===== config.mk =====
export PLATFORM = sky130hd
export DESIGN_NAME = ffmc_fifo
export DESIGN_NICKNAME = d
export VERILOG_FILES = /design/src/rtl/ffmc_pkg.sv /design/src/rtl/ffmc_fifo.sv
export SDC_FILE = /design/constraint.sdc
export NUM_CORES = 1
export LEC_CHECK = 0
export BUFFER_PORTS_ARGS = -buffer_cell sky130_fd_sc_hd__clkbuf_2
export CAP_MARGIN = 25
export CORE_MARGIN = 2
export CORE_UTILIZATION = 52
export DETAILED_ROUTE_END_ITERATION = 8
export GPL_TIMING_DRIVEN = 0
export HOLD_SLACK_MARGIN = 0.08
export PLACE_DENSITY = 0.85
export RECOVER_POWER = 100
export SLEW_MARGIN = 25
export SYNTH_ARGS = -nofsm -noshare
export SYNTH_HDL_FRONTEND = slang
export SYNTH_SLANG_ARGS = --single-unit

===== constraint.sdc =====
create_clock -name clk -period 3.5 [get_ports clk]
set_input_delay 0.35 -clock clk [delete_from_list [all_inputs] [get_ports clk]]
set_output_delay 0.35 -clock clk [all_outputs]
set_load 0.05 [all_outputs]

===== src/rtl/ffmc_pkg.sv =====
// Shared types and codes for the flat-field median coefficient block.
`timescale 1ns / 1ps

package ffmc_pkg;

	localparam logic [1:0] KIND_LOAD  = 2'd0;
	localparam logic [1:0] KIND_READ  = 2'd1;
	localparam logic [1:0] KIND_CLEAR = 2'd2;
	localparam logic [1:0] KIND_NOP   = 2'd3;

	localparam logic [1:0] OP_LOAD  = 2'd0;
	localparam logic [1:0] OP_READ  = 2'd1;
	localparam logic [1:0] OP_CLEAR = 2'd2;

	localparam logic [1:0] ST_OK       = 2'd0;
	localparam logic [1:0] ST_BAD      = 2'd1;
	localparam logic [1:0] ST_FEW      = 2'd2;
	localparam logic [1:0] ST_UNLOADED = 2'd3;

	localparam logic [31:0] ONE_Q16 = 32'h0001_0000;

	typedef struct packed {
		logic [1:0]  op;
		logic [31:0] value;
		logic        usable;
		logic [10:0] idx;
	} cmd_t;

endpackage


===== src/rtl/ffmc_fifo.sv =====
// Two-entry command queue between the front end and the back end.
`timescale 1ns / 1ps

module ffmc_fifo (
	input  logic           clk,
	input  logic           arst_n,
	input  logic           push,
	input  ffmc_pkg::cmd_t wr_cmd,
	output logic           full,
	input  logic           pop,
	output logic           not_empty,
	output ffmc_pkg::cmd_t rd_cmd
);

	ffmc_pkg::cmd_t entry_q [2];
	logic           wr_ptr_q;
	logic           rd_ptr_q;
	logic [1:0]     count_q;
	logic           do_push;
	logic           do_pop;

	assign full      = (count_q == 2'd2);
	assign not_empty = (count_q != 2'd0);
	assign rd_cmd    = entry_q[rd_ptr_q];
	assign do_push   = push && !full;
	assign do_pop    = pop && not_empty;

	always_ff @(posedge clk) begin
		if (do_push) begin
			entry_q[wr_ptr_q] <= wr_cmd;
		end
	end

	always_ff @(posedge clk or negedge arst_n) begin
		if (!arst_n) begin
			wr_ptr_q <= 1'b0;
			rd_ptr_q <= 1'b0;
			count_q  <= 2'd0;
		end else begin
			if (do_push) begin
				wr_ptr_q <= !wr_ptr_q;
			end
			if (do_pop) begin
				rd_ptr_q <= !rd_ptr_q;
			end
			if (do_push && !do_pop) begin
				count_q <= count_q + 2'd1;
			end else if (do_pop && !do_push) begin
				count_q <= count_q - 2'd1;
			end
		end
	end

endmodule


==> results.yml <==
clock_network:
  clock-root-buffer: "clkbuf_8"
  cts-buffers-inserted: 9
  post_cts_resized: 0
  worstSkewPairLatency_ns: 0.34
  cts.path.max_buffers: 2
  tritoncts: "yes"
  clock-sinks: 96
  cts_max_level: 3
  clk_pin_slew_worst_paths_ns: 0.09
final_layout:
  final_area_um2: 4400
  drive_gt1_share_pct: 30.3
  syn2layout_area_growth_pct: 20.7
  diodes: 0
  finalNetCount: 323
  final_util_pct: 64.7
setup_path:
  crit_required_ns: 3.15
  cp-start-kind: "flop"
  end_kind: "output pin"
  cp.arrival_ns: 1.91
  crit_type: "reg2out"
  crit_fanout: 10
drt:
  routed_wirelength_um: 5860
  drtIter0Drc: 65
  vias: 1767
  drtPass1Iterations: 4
  viasPerCell: 4.74
  ant_nets: 0
  routedWlPerCell_um: 15.7
  route.detailed.drc: 0
die:
  dieHeight_um: 87.7
  die_x_um: 87.7
  coreArea_um2: 6790
  num_rows: 30
  dieArea_um2: 7690
  initial_core_util_pct: 53.6
  io_pins: 98
synthesis:
  post_synth_num_cell_types: 16
  synth_nets: 213
  yosysTopAreaCell: "edfxtp_1"
  synth_area_per_cell_um2: 22.5
  syn_inst: 162
  synth_area_um2: 3640
  yosys_warnings: 0
  synth_top_area_share_pct: 75.8
  synthTopCellsByArea: "edfxtp_1 76%, mux2_4 12%, mux2_2 4.9%"
  synth_edf_count: 92
  yosysMostFrequentCell: "edfxtp_1"
  synthTopCellsByCount: "92 x edfxtp_1, 30 x mux2_4, 16 x mux2_2"
  yosysSeqAreaShare_pct: 78.6
  synth_async_sr_flop_share_pct: 4.17
  ys.flop_type: "edfxtp_1"
  synth_seq_cells: 96
sta:
  fin_crit_sh_pct: 64.5
  setup_violations: 0
  worst_pin_slew_ns: 0.736
  hold_violations: 0
  layout_setup_ws_ns: 1.24
  finClkSkew_ns: 0.00541
  fmax_mhz: 443
  min_period_ns: 2.26
  holdWs_ns: 0.196
  drv_slew: 0
  tns_ns: 0
  rsz0062_at_grt: "no"
  maxSlewHeadroom_pct: 50.8
placement:
  place_congestion: 0.665
  placed_area_um2: 4280
  place_ws_ns: 1.58
  place_hpwl_um: 3980
  port_buffers: 97
power_and_ir_drop:
  power_density_nw_per_um2: 992
  p_leak_nw: 1.57
  ir_drop_v: 0.000706
run_status:
  outcome: "finished, final reports clean"
global_route:
  grt_max_degree: 47
  track_usage_pct: 15.3
  overflow: 0
  grt_first_pass_wirelength_um: 8730
  antenna_found_initial: 0
  grt_pass1_vias: 1901
flow_run:
  max_cap_violations: 0
min_path:
  hp-class: "in2reg"
-- worst max-delay path, stage by stage (launching register included) --
cell and delay, ns:
dfrtp_1 0.36, clkbuf_1 0.46, mux2_2 0.28, clkbuf_1 0.46
-- layer usage --
metal | part of all wire [%] | global-route usage (%)
met1 | 41 | 17.5
met2 | 53 | 26.7
met3 | 4.9 | 6.03
met4 | 0.67 | 4.48
met5 | 0 | 0
-- report_power, final --
group          total, mW  internal (mW)  switching, mW
combinational       1.95          0.564           1.39
clock              0.762          0.399          0.362
sequential          1.65           1.57         0.0762
total               4.36           2.54           1.82
-- kinds of logic after synthesis --
group,synth area share [%]
xor+xnor,1.20
fa+ha+maj,0.343
buf+inv,1.58
flops,78.6
mux,17.3
simple gates,0.996
-- registers in the layout (all words and copies together), names as in the netlist --
| name | cells |
|---|---|
| count_q | 2 |
| rd_ptr_q | 1 |
| entry_q | 92 |
| wr_ptr_q | 1 |
-- area by class of cell --
cell class	count	area [um^2]
flip-flops and latches	96	2860
plain buffers	5	48.8
clock buffers	10	128
inverters	2	7.51
clock inverters	6	83.8
multi-input cells	59	733
well taps	96	120
repair buffers	99	414
fillers	499	2400
-- stage by stage --
| stage | instances | total power [mW] |
|---|---|---|
| floorplan | 162 | 3.32 |
| global placement | 355 | 3.68 |
| detailed placement | 356 | 3.72 |
| CTS | 373 | 4.48 |
| global route | 373 | 4.53 |
| finish | 373 | 4.36 |
-- worst paths after layout --
| path | endpoint | depth (start not counted) | from | slack, ns |
|---|---|---|---|---|
| max | rd_cmd[27] | 3 | rd_ptr_q | 1.24 |
| min | entry_q[1][10] | 1 | wr_cmd[10] | 0.20 |
| max reg2reg | entry_q[0][2] | 4 | count_q[0] | 1.57 |
| min reg2reg | count_q[1] | 1 | count_q[1] | 0.50 |
| max in group asynchronous | count_q[0] | 2 | arst_n | 2.95 |
| min in group asynchronous | wr_ptr_q | 2 | arst_n | 0.36 |
-- cells in the final DEF (no fill, tap or decap) --
master,Yosys,final
nor2_1,2,1
dfrtp_1,4,4
clkbuf_2,0,16
xnor2_1,3,3
and3_4,0,1
mux2_4,30,30
inv_1,2,2
nor2_4,0,1
buf_12,0,1
clkinvlp_4,0,2
clkinv_1,0,1
or2_2,1,1
mux2_2,16,16
dlygate4sd3_1,0,1
clkbuf_8,0,9
edfxtp_1,92,92
clkbuf_1,0,83
xor2_1,2,2
clkinv_2,0,1
ha_1,1,1
buf_6,4,4
nand2b_1,1,1
bufinv_16,0,2
nand2_1,1,2
-- timing repair --
item / in CTS / in global routing
buffers inserted: 0 / 0
endpoints found under the setup margin: 0 / 0
hold buffers: 1 / 0
endpoints found under the hold margin: 4 / 0
No activity file was read; power rests on OpenSTA's default activity.
