===== src/rtl/ffmc_pkg.sv =====
// Shared types and codes for the flat-field median coefficient block.
`timescale 1ns / 1ps

package ffmc_pkg;

	localparam logic [1:0] KIND_LOAD  = 2'd0;
	localparam logic [1:0] KIND_READ  = 2'd1;
	localparam logic [1:0] KIND_CLEAR = 2'd2;
	localparam logic [1:0] KIND_NOP   = 2'd3;

	localparam logic [1:0] OP_LOAD  = 2'd0;
	localparam logic [1:0] OP_READ  = 2'd1;
	localparam logic [1:0] OP_CLEAR = 2'd2;

	localparam logic [1:0] ST_OK       = 2'd0;
	localparam logic [1:0] ST_BAD      = 2'd1;
	localparam logic [1:0] ST_FEW      = 2'd2;
	localparam logic [1:0] ST_UNLOADED = 2'd3;

	localparam logic [31:0] ONE_Q16 = 32'h0001_0000;

	typedef struct packed {
		logic [1:0]  op;
		logic [31:0] value;
		logic        usable;
		logic [10:0] idx;
	} cmd_t;

endpackage


===== src/rtl/ffmc_front.sv =====
// Front end: decodes an incoming item into a queue command.
`timescale 1ns / 1ps

module ffmc_front (
	input  logic              valid,
	input  logic [1:0]        kind,
	input  logic [31:0]       sample_value,
	input  logic              bad_channel,
	input  logic [10:0]       channel_index,
	output logic              push,
	output ffmc_pkg::cmd_t    cmd
);

	// A count takes part in the median only if it is good and strictly positive.
	always_comb begin
		cmd.value  = sample_value;
		cmd.idx    = channel_index;
		cmd.usable = !bad_channel && (sample_value != 32'd0) && !sample_value[31];
		unique case (kind)
			ffmc_pkg::KIND_LOAD:  cmd.op = ffmc_pkg::OP_LOAD;
			ffmc_pkg::KIND_READ:  cmd.op = ffmc_pkg::OP_READ;
			ffmc_pkg::KIND_CLEAR: cmd.op = ffmc_pkg::OP_CLEAR;
			default:              cmd.op = ffmc_pkg::OP_CLEAR;
		endcase
		push = valid && (kind != ffmc_pkg::KIND_NOP);
	end

endmodule


===== config.mk =====
export PLATFORM = sky130hd
export DESIGN_NAME = ffmc_front
export DESIGN_NICKNAME = d
export VERILOG_FILES = /design/src/rtl/ffmc_pkg.sv /design/src/rtl/ffmc_front.sv
export SDC_FILE = /design/constraint.sdc
export NUM_CORES = 1
export LEC_CHECK = 0
export BUFFER_PORTS_ARGS = -buffer_cell sky130_fd_sc_hd__buf_4
export CORE_MARGIN = 5
export CORE_UTILIZATION = 25
export DETAILED_ROUTE_END_ITERATION = 8
export PLACE_DENSITY = 0.85
export SKIP_LAST_GASP = 1
export SLEW_MARGIN = 25
export SYNTH_ARGS = -nofsm -noshare
export SYNTH_HDL_FRONTEND = slang
export SYNTH_SLANG_ARGS = --single-unit

===== constraint.sdc =====
create_clock -name vclk -period 1.06
set_input_delay 0.159 -clock vclk [all_inputs]
set_output_delay 0.159 -clock vclk [all_outputs]
set_load 0.01 [all_outputs]

==> key figures, run 1 <==
Outcome
  – Run status: complete, but fails checks
  – Failing checks: setup timing

Hold path
  – Hold crit path type: input port to output port

Yosys
  – Synth cell types: 9
  – Mapped Nets: 105
  – Synthesized area per cell: around 7.5 µm²
  – Dominant cell type by area after synthesis: buf_4
  – Synth top area cells: buf_4 (75%), nor4_2 (8.7%), nor4_1 (7.2%)
  – Cell count after synthesis: 58
  – Cell area after synthesis: approximately 430 µm²
  – Post-synthesis sequential area ratio: 0%
  – Synth top area share: roughly three quarters
  – YS warnings: 0

Timing
  – Fin crit period: 1150 ps
  – Fin. Hold Viols: 0
  – Final setup viols: 1
  – Setup TNS: -91.2 ps
  – Slew HR: a little under nine tenths
  – Setup ws final: -91.2 ps
  – Unrepaired setup endpoints after global routing: yes
  – Final Cycle Share: 109%
  – Max-slew violation count: 0
  – Worst-Margin Slew: around 200 ps
  – Fmax achieved: slightly below 0.9 GHz

Floorplan
  – IO Pins: 94
  – Starting Density: between 20 and 30%
  – Core area: ~1700 µm²
  – Row cnt: 15
  – Chip height: 51.6 µm
  – Die area: between 2000 and 3000 µm²
  – Die Wd: 51.6 µm

Worst setup path
  – Worst Path Arrival: around 1000 ps
  – CP startpoint kind: input port
  – Setup crit end kind: output port
  – Crit path max fanout: 2
  – Critical Path RT: roughly 900 ps
  – Critical path class: input port to output port

Layout
  – Most frequent cells in the layout: buf_4 (70), buf_6 (11), nor4_4 (8), nand4_1 (2)
  – Fillcell total: ~170
  – Area Growth Syn to Fin: 106%
  – ANT cells: 0
  – FFs & Latches: 0
  – Most common cell after layout, fill and taps aside: buf_4
  – Share of post-route cells with drive strength above 1: around 94%
  – Total Nets Final: ~150
  – Clock Buffer Count: 0
  – Design Area, Final: 893 µm²
  – FF/Latch Area: 0 µm²

Drt
  – Wirelength per Cell: between 15 and 20 µm
  – Routed WL: about 1700 µm
  – DRC viols: 0
  – 1st-pass router iterations: 3
  – DR vias/cell: around 4.4
  – Vias: about 490
  – Final ANT Viol Nets: 0
  – DRT iter0 DRCs: 1

Placed design
  – Port Buf Inserts: between 70 and 80
  – Pre-CTS WS: -174 ps
  – GP Congestion: roughly 0.63
  – Post-placement cell area: 743 µm²
  – Detailed placer's ending HPWL: 1460 µm

Clock tree
  – Setup Buffers After CTS: 0
  – Hold_buf cts: 0

Global route
  – Final global-route overflow total: 0
  – Largest net degree at the start of global routing: 4
  – Vias in the first global route: 500
  – Initial antenna violation count: 0
  – Global-route wire length before repair: approximately 2200 µm
  – Tot GR Track Use: 10.5%

Power and ir drop
  – Power per cell area: approximately 420 nW/µm²
  – IR drop worst, VDD: around 0.00019 V
  – Leak pwr: roughly 0.44 nW

Run
  – Max-cap violations: 0
-- kinds of logic (layout without fill, tap and decap cells) --
| family | count (synthesis) | after routing | share of synthesized area (%) |
|---|---|---|---|
| buf+inv | 44 | 82 | 75.4 |
| simple gates | 12 | 12 | 21.1 |
| compound gates | 2 | 2 | 3.47 |
-- critical path, stage by stage --
cell and delay (ps):
buf_4 130, nor4_4 270, nand4_1 110, o21a_1 210, buf_6 120
-- cells in the mapped netlist (all sizes together) --
master and n:
buf 43, nor4 8, nand4 2, a21boi 1
clkbuf 1, nor2 1, nor2b 1, o21a 1
-- what timing repair did --
item | CTS | global route
gates cloned | 0 | 0
setup endpoints to repair | 1 | 1
resized for setup | 13 | 13
pin swaps | 6 | 8
-- final timing paths --
| kind | startpoint | to | cells after the start |
|---|---|---|---|
| setup / recovery | sample_value[25] | cmd[11] | 5 |
| hold / removal | channel_index[10] | cmd[10] | 0 |
-- layout make-up --
| class | instances | area [µm²] | share of cell area (%) |
|---|---|---|---|
| multi-input combinational | 14 | 208 | 23.2 |
| tap | 17 | 21.3 | 2.38 |
| timing repair buffer | 82 | 664 | 74.4 |
-- power by group --
group / total, mW / switching (mW) / internal, mW
combinational: 0.375 / 0.147 / 0.228
sequential: 0 / 0 / 0
clock: 0 / 0 / 0
total: 0.375 / 0.147 / 0.228
-- through the flow --
stage | utilization (%) | cells | total power, mW | hold slack (ps)
finish | 52.9 | 113 | 0.375 | 318
global route | 52.9 | 113 | 0.397 | 318
CTS | 48.4 | 113 | 0.345 | 318
detailed placement | 44.0 | 113 | 0.317 | 318
global placement | 44.0 | 113 | 0.312 | 318
floorplan | - | 58 | 0.186 | 364
-- layer usage --
metal,vias up,track usage (%),routed length [µm]
met5,-,0,0
met4,0,0.873,22
met3,4,2.01,148
met2,36,22.9,1120
met1,221,9.97,462
li1,231,-,-
(Power assumes the default switching activity.)
==> run 2, diff against run 1 <==
Settings changed: ABC_CLOCK_PERIOD_IN_PS set to 1060, CORE_ASPECT_RATIO set to 1.25.
==> key figures, run 2 (synthesized netlist as in run 1, its figures left out) <==
Worst setup path
  – Worst Path Arrival: 990 ps (about the same)
  – CP startpoint kind: input port (unchanged)
  – Critical Path RT: 900 ps (about the same)
  – Crit path max fanout: 2 (unchanged)
  – Setup crit end kind: output port (unchanged)
  – Critical path class: input port to output port (unchanged)

Power and ir drop
  – Total Power: 0.342 mW (was 0.375 mW)
  – Combinational share of power: 100.0% (about the same)
  – Reg power frac: 0% (about the same)
  – Switching share of power: 39.5% (was 39.3%)
  – NetSw: 0.135 mW (was 0.147 mW)
  – Leak pwr: 0.405 nW (was 0.440 nW)
  – Share of total power in the clock network: 0% (about the same)
  – IR drop worst, VDD: 0.000174 V (was 0.000188 V)
  – Internal power: 0.207 mW (was 0.228 mW)
  – Power per cell area: 421 nW/µm² (was 420 nW/µm²)

Drt
  – 1st-pass router iterations: 2 (was 3)
  – Vias: 465 (was 492)
  – Wirelength per Cell: 15.2 µm (was 15.5 µm)
  – Final ANT Viol Nets: 0 (unchanged)
  – DRC viols: 0 (unchanged)
  – DR vias/cell: 4.27 (was 4.35)
  – DRT iter0 DRCs: 3 (was 1)
  – Routed WL: 1660 µm (was 1750 µm)

Global route
  – Tot GR Track Use: 11.2% (was 10.5%)
  – Largest net degree at the start of global routing: 4 (unchanged)
  – Vias in the first global route: 464 (was 500)
  – Final global-route overflow total: 0 (unchanged)
  – Initial antenna violation count: 0 (unchanged)
  – Global-route wire length before repair: 2270 µm (was 2240 µm)

Timing
  – Fin crit period: 1150 ps (about the same)
  – Worst-Margin Slew: 213 ps (was 205 ps)
  – Fin. Hold Viols: 0 (unchanged)
  – Hold Slack: 318 ps (unchanged)
  – Unrepaired setup endpoints after global routing: yes (unchanged)
  – Max-slew violation count: 0 (unchanged)
  – Final Cycle Share: 109% (about the same)
  – Final setup viols: 1 (unchanged)
  – Slew HR: 85.7% (was 86.2%)
  – Fmax achieved: 0.867 GHz (was 0.869 GHz)
  – Setup ws final: -93.5 ps (was -91.2 ps)

Layout
  – Total Nets Final: 140 (was 145)
  – Most frequent cells in the layout: buf_4 (70), buf_6 (6), nor4_4 (5), nor4_2 (3), nand4_1 (2) (was buf_4 (70), buf_6 (11), nor4_4 (8), nand4_1 (2))
  – Utilization after layout: 50.7% (was 52.9%)
  – Share of post-route cells with drive strength above 1: 93.4% (was 93.8%)
  – Area Growth Syn to Fin: 87.6% (was 106%)
  – Fillcell total: 157 (was 169)
  – Clock Buffer Count: 0 (unchanged)
  – Most common cell after layout, fill and taps aside: buf_4 (unchanged)
  – Area of the multi-input gates: 181 µm² (was 208 µm²)
  – FFs & Latches: 0 (unchanged)
  – ANT cells: 0 (unchanged)
  – FF/Latch Area: 0 µm² (unchanged)
  – Design Area, Final: 812 µm² (was 893 µm²)

Run
  – Max-cap violations: 0 (unchanged)

Floorplan
  – Starting Density: 27.0% (was 25.6%)
  – Row cnt: 16 (was 15)
  – Die area: 2670 µm² (was 2660 µm²)
  – IO Pins: 94 (unchanged)
  – Chip height: 56.5 µm (was 51.6 µm)
  – Die Wd: 47.2 µm (was 51.6 µm)
  – Core area: 1600 µm² (was 1690 µm²)

Outcome
  – Failing checks: setup timing (unchanged)
  – Run status: complete, but fails checks (unchanged)

Clock tree
  – Hold_buf cts: 0 (unchanged)

Placed design
  – Port Buf Inserts: 72 (unchanged)
  – Pre-CTS WS: -190 ps (was -174 ps)
  – Post-placement cell area: 707 µm² (was 743 µm²)
  – Detailed placer's ending HPWL: 1460 µm (about the same)
  – GP Congestion: 0.671 (was 0.632)

Hold path
  – Hold crit path type: input port to output port (unchanged)
run 2: power by group through the flow:
stage          clock [mW]  combinational (mW)  sequential, mW
2_1_floorplan           0               0.186               0
3_3_place_gp            0               0.298               0
3_5_place_dp            0               0.305               0
4_1_cts                 0               0.341               0
5_1_grt                 0               0.364               0
6_report                0               0.342               0
run 2: metrics by stage:
stage                     std cells  setup TNS, ps
after detailed placement        109           -190
after floorplan                  58              0
after global placement          109           -269
after global routing            109           -142
final                           109          -93.5
after CTS                       109          -94.0
run 2: repair_timing:
item                       CTS  global route
setup endpoints to repair    1             1
gates resized for setup     15             3
setup buffers                0             0
pin swaps                    7             3
run 2: worst max-delay path, stage by stage:
cell,delay [ps]
buf_4,120
nor4_2,270
nand4_1,120
o21a_1,210
buf_6,120
run 2: worst paths after layout:
kind,end,cells after the start,startpoint
worst max-delay path,cmd[11],5,sample_value[25]
worst min-delay path,cmd[2],0,channel_index[2]
run 2: metal layers:
| metal | wire (µm) | up-vias | track usage (%) |
|---|---|---|---|
| met5 | 0 | - | 0 |
| met4 | 31 | 0 | 3.56 |
| met3 | 246 | 10 | 1.60 |
| met2 | 984 | 33 | 22.6 |
| met1 | 395 | 203 | 10.0 |
| li1 | - | 219 | - |
run 2: layout make-up:
class | count | share of cell area, %
Multi-Input combinational cell | 14 | 22.3
Tap cell | 18 | 2.77
Timing Repair Buffer | 77 | 74.9
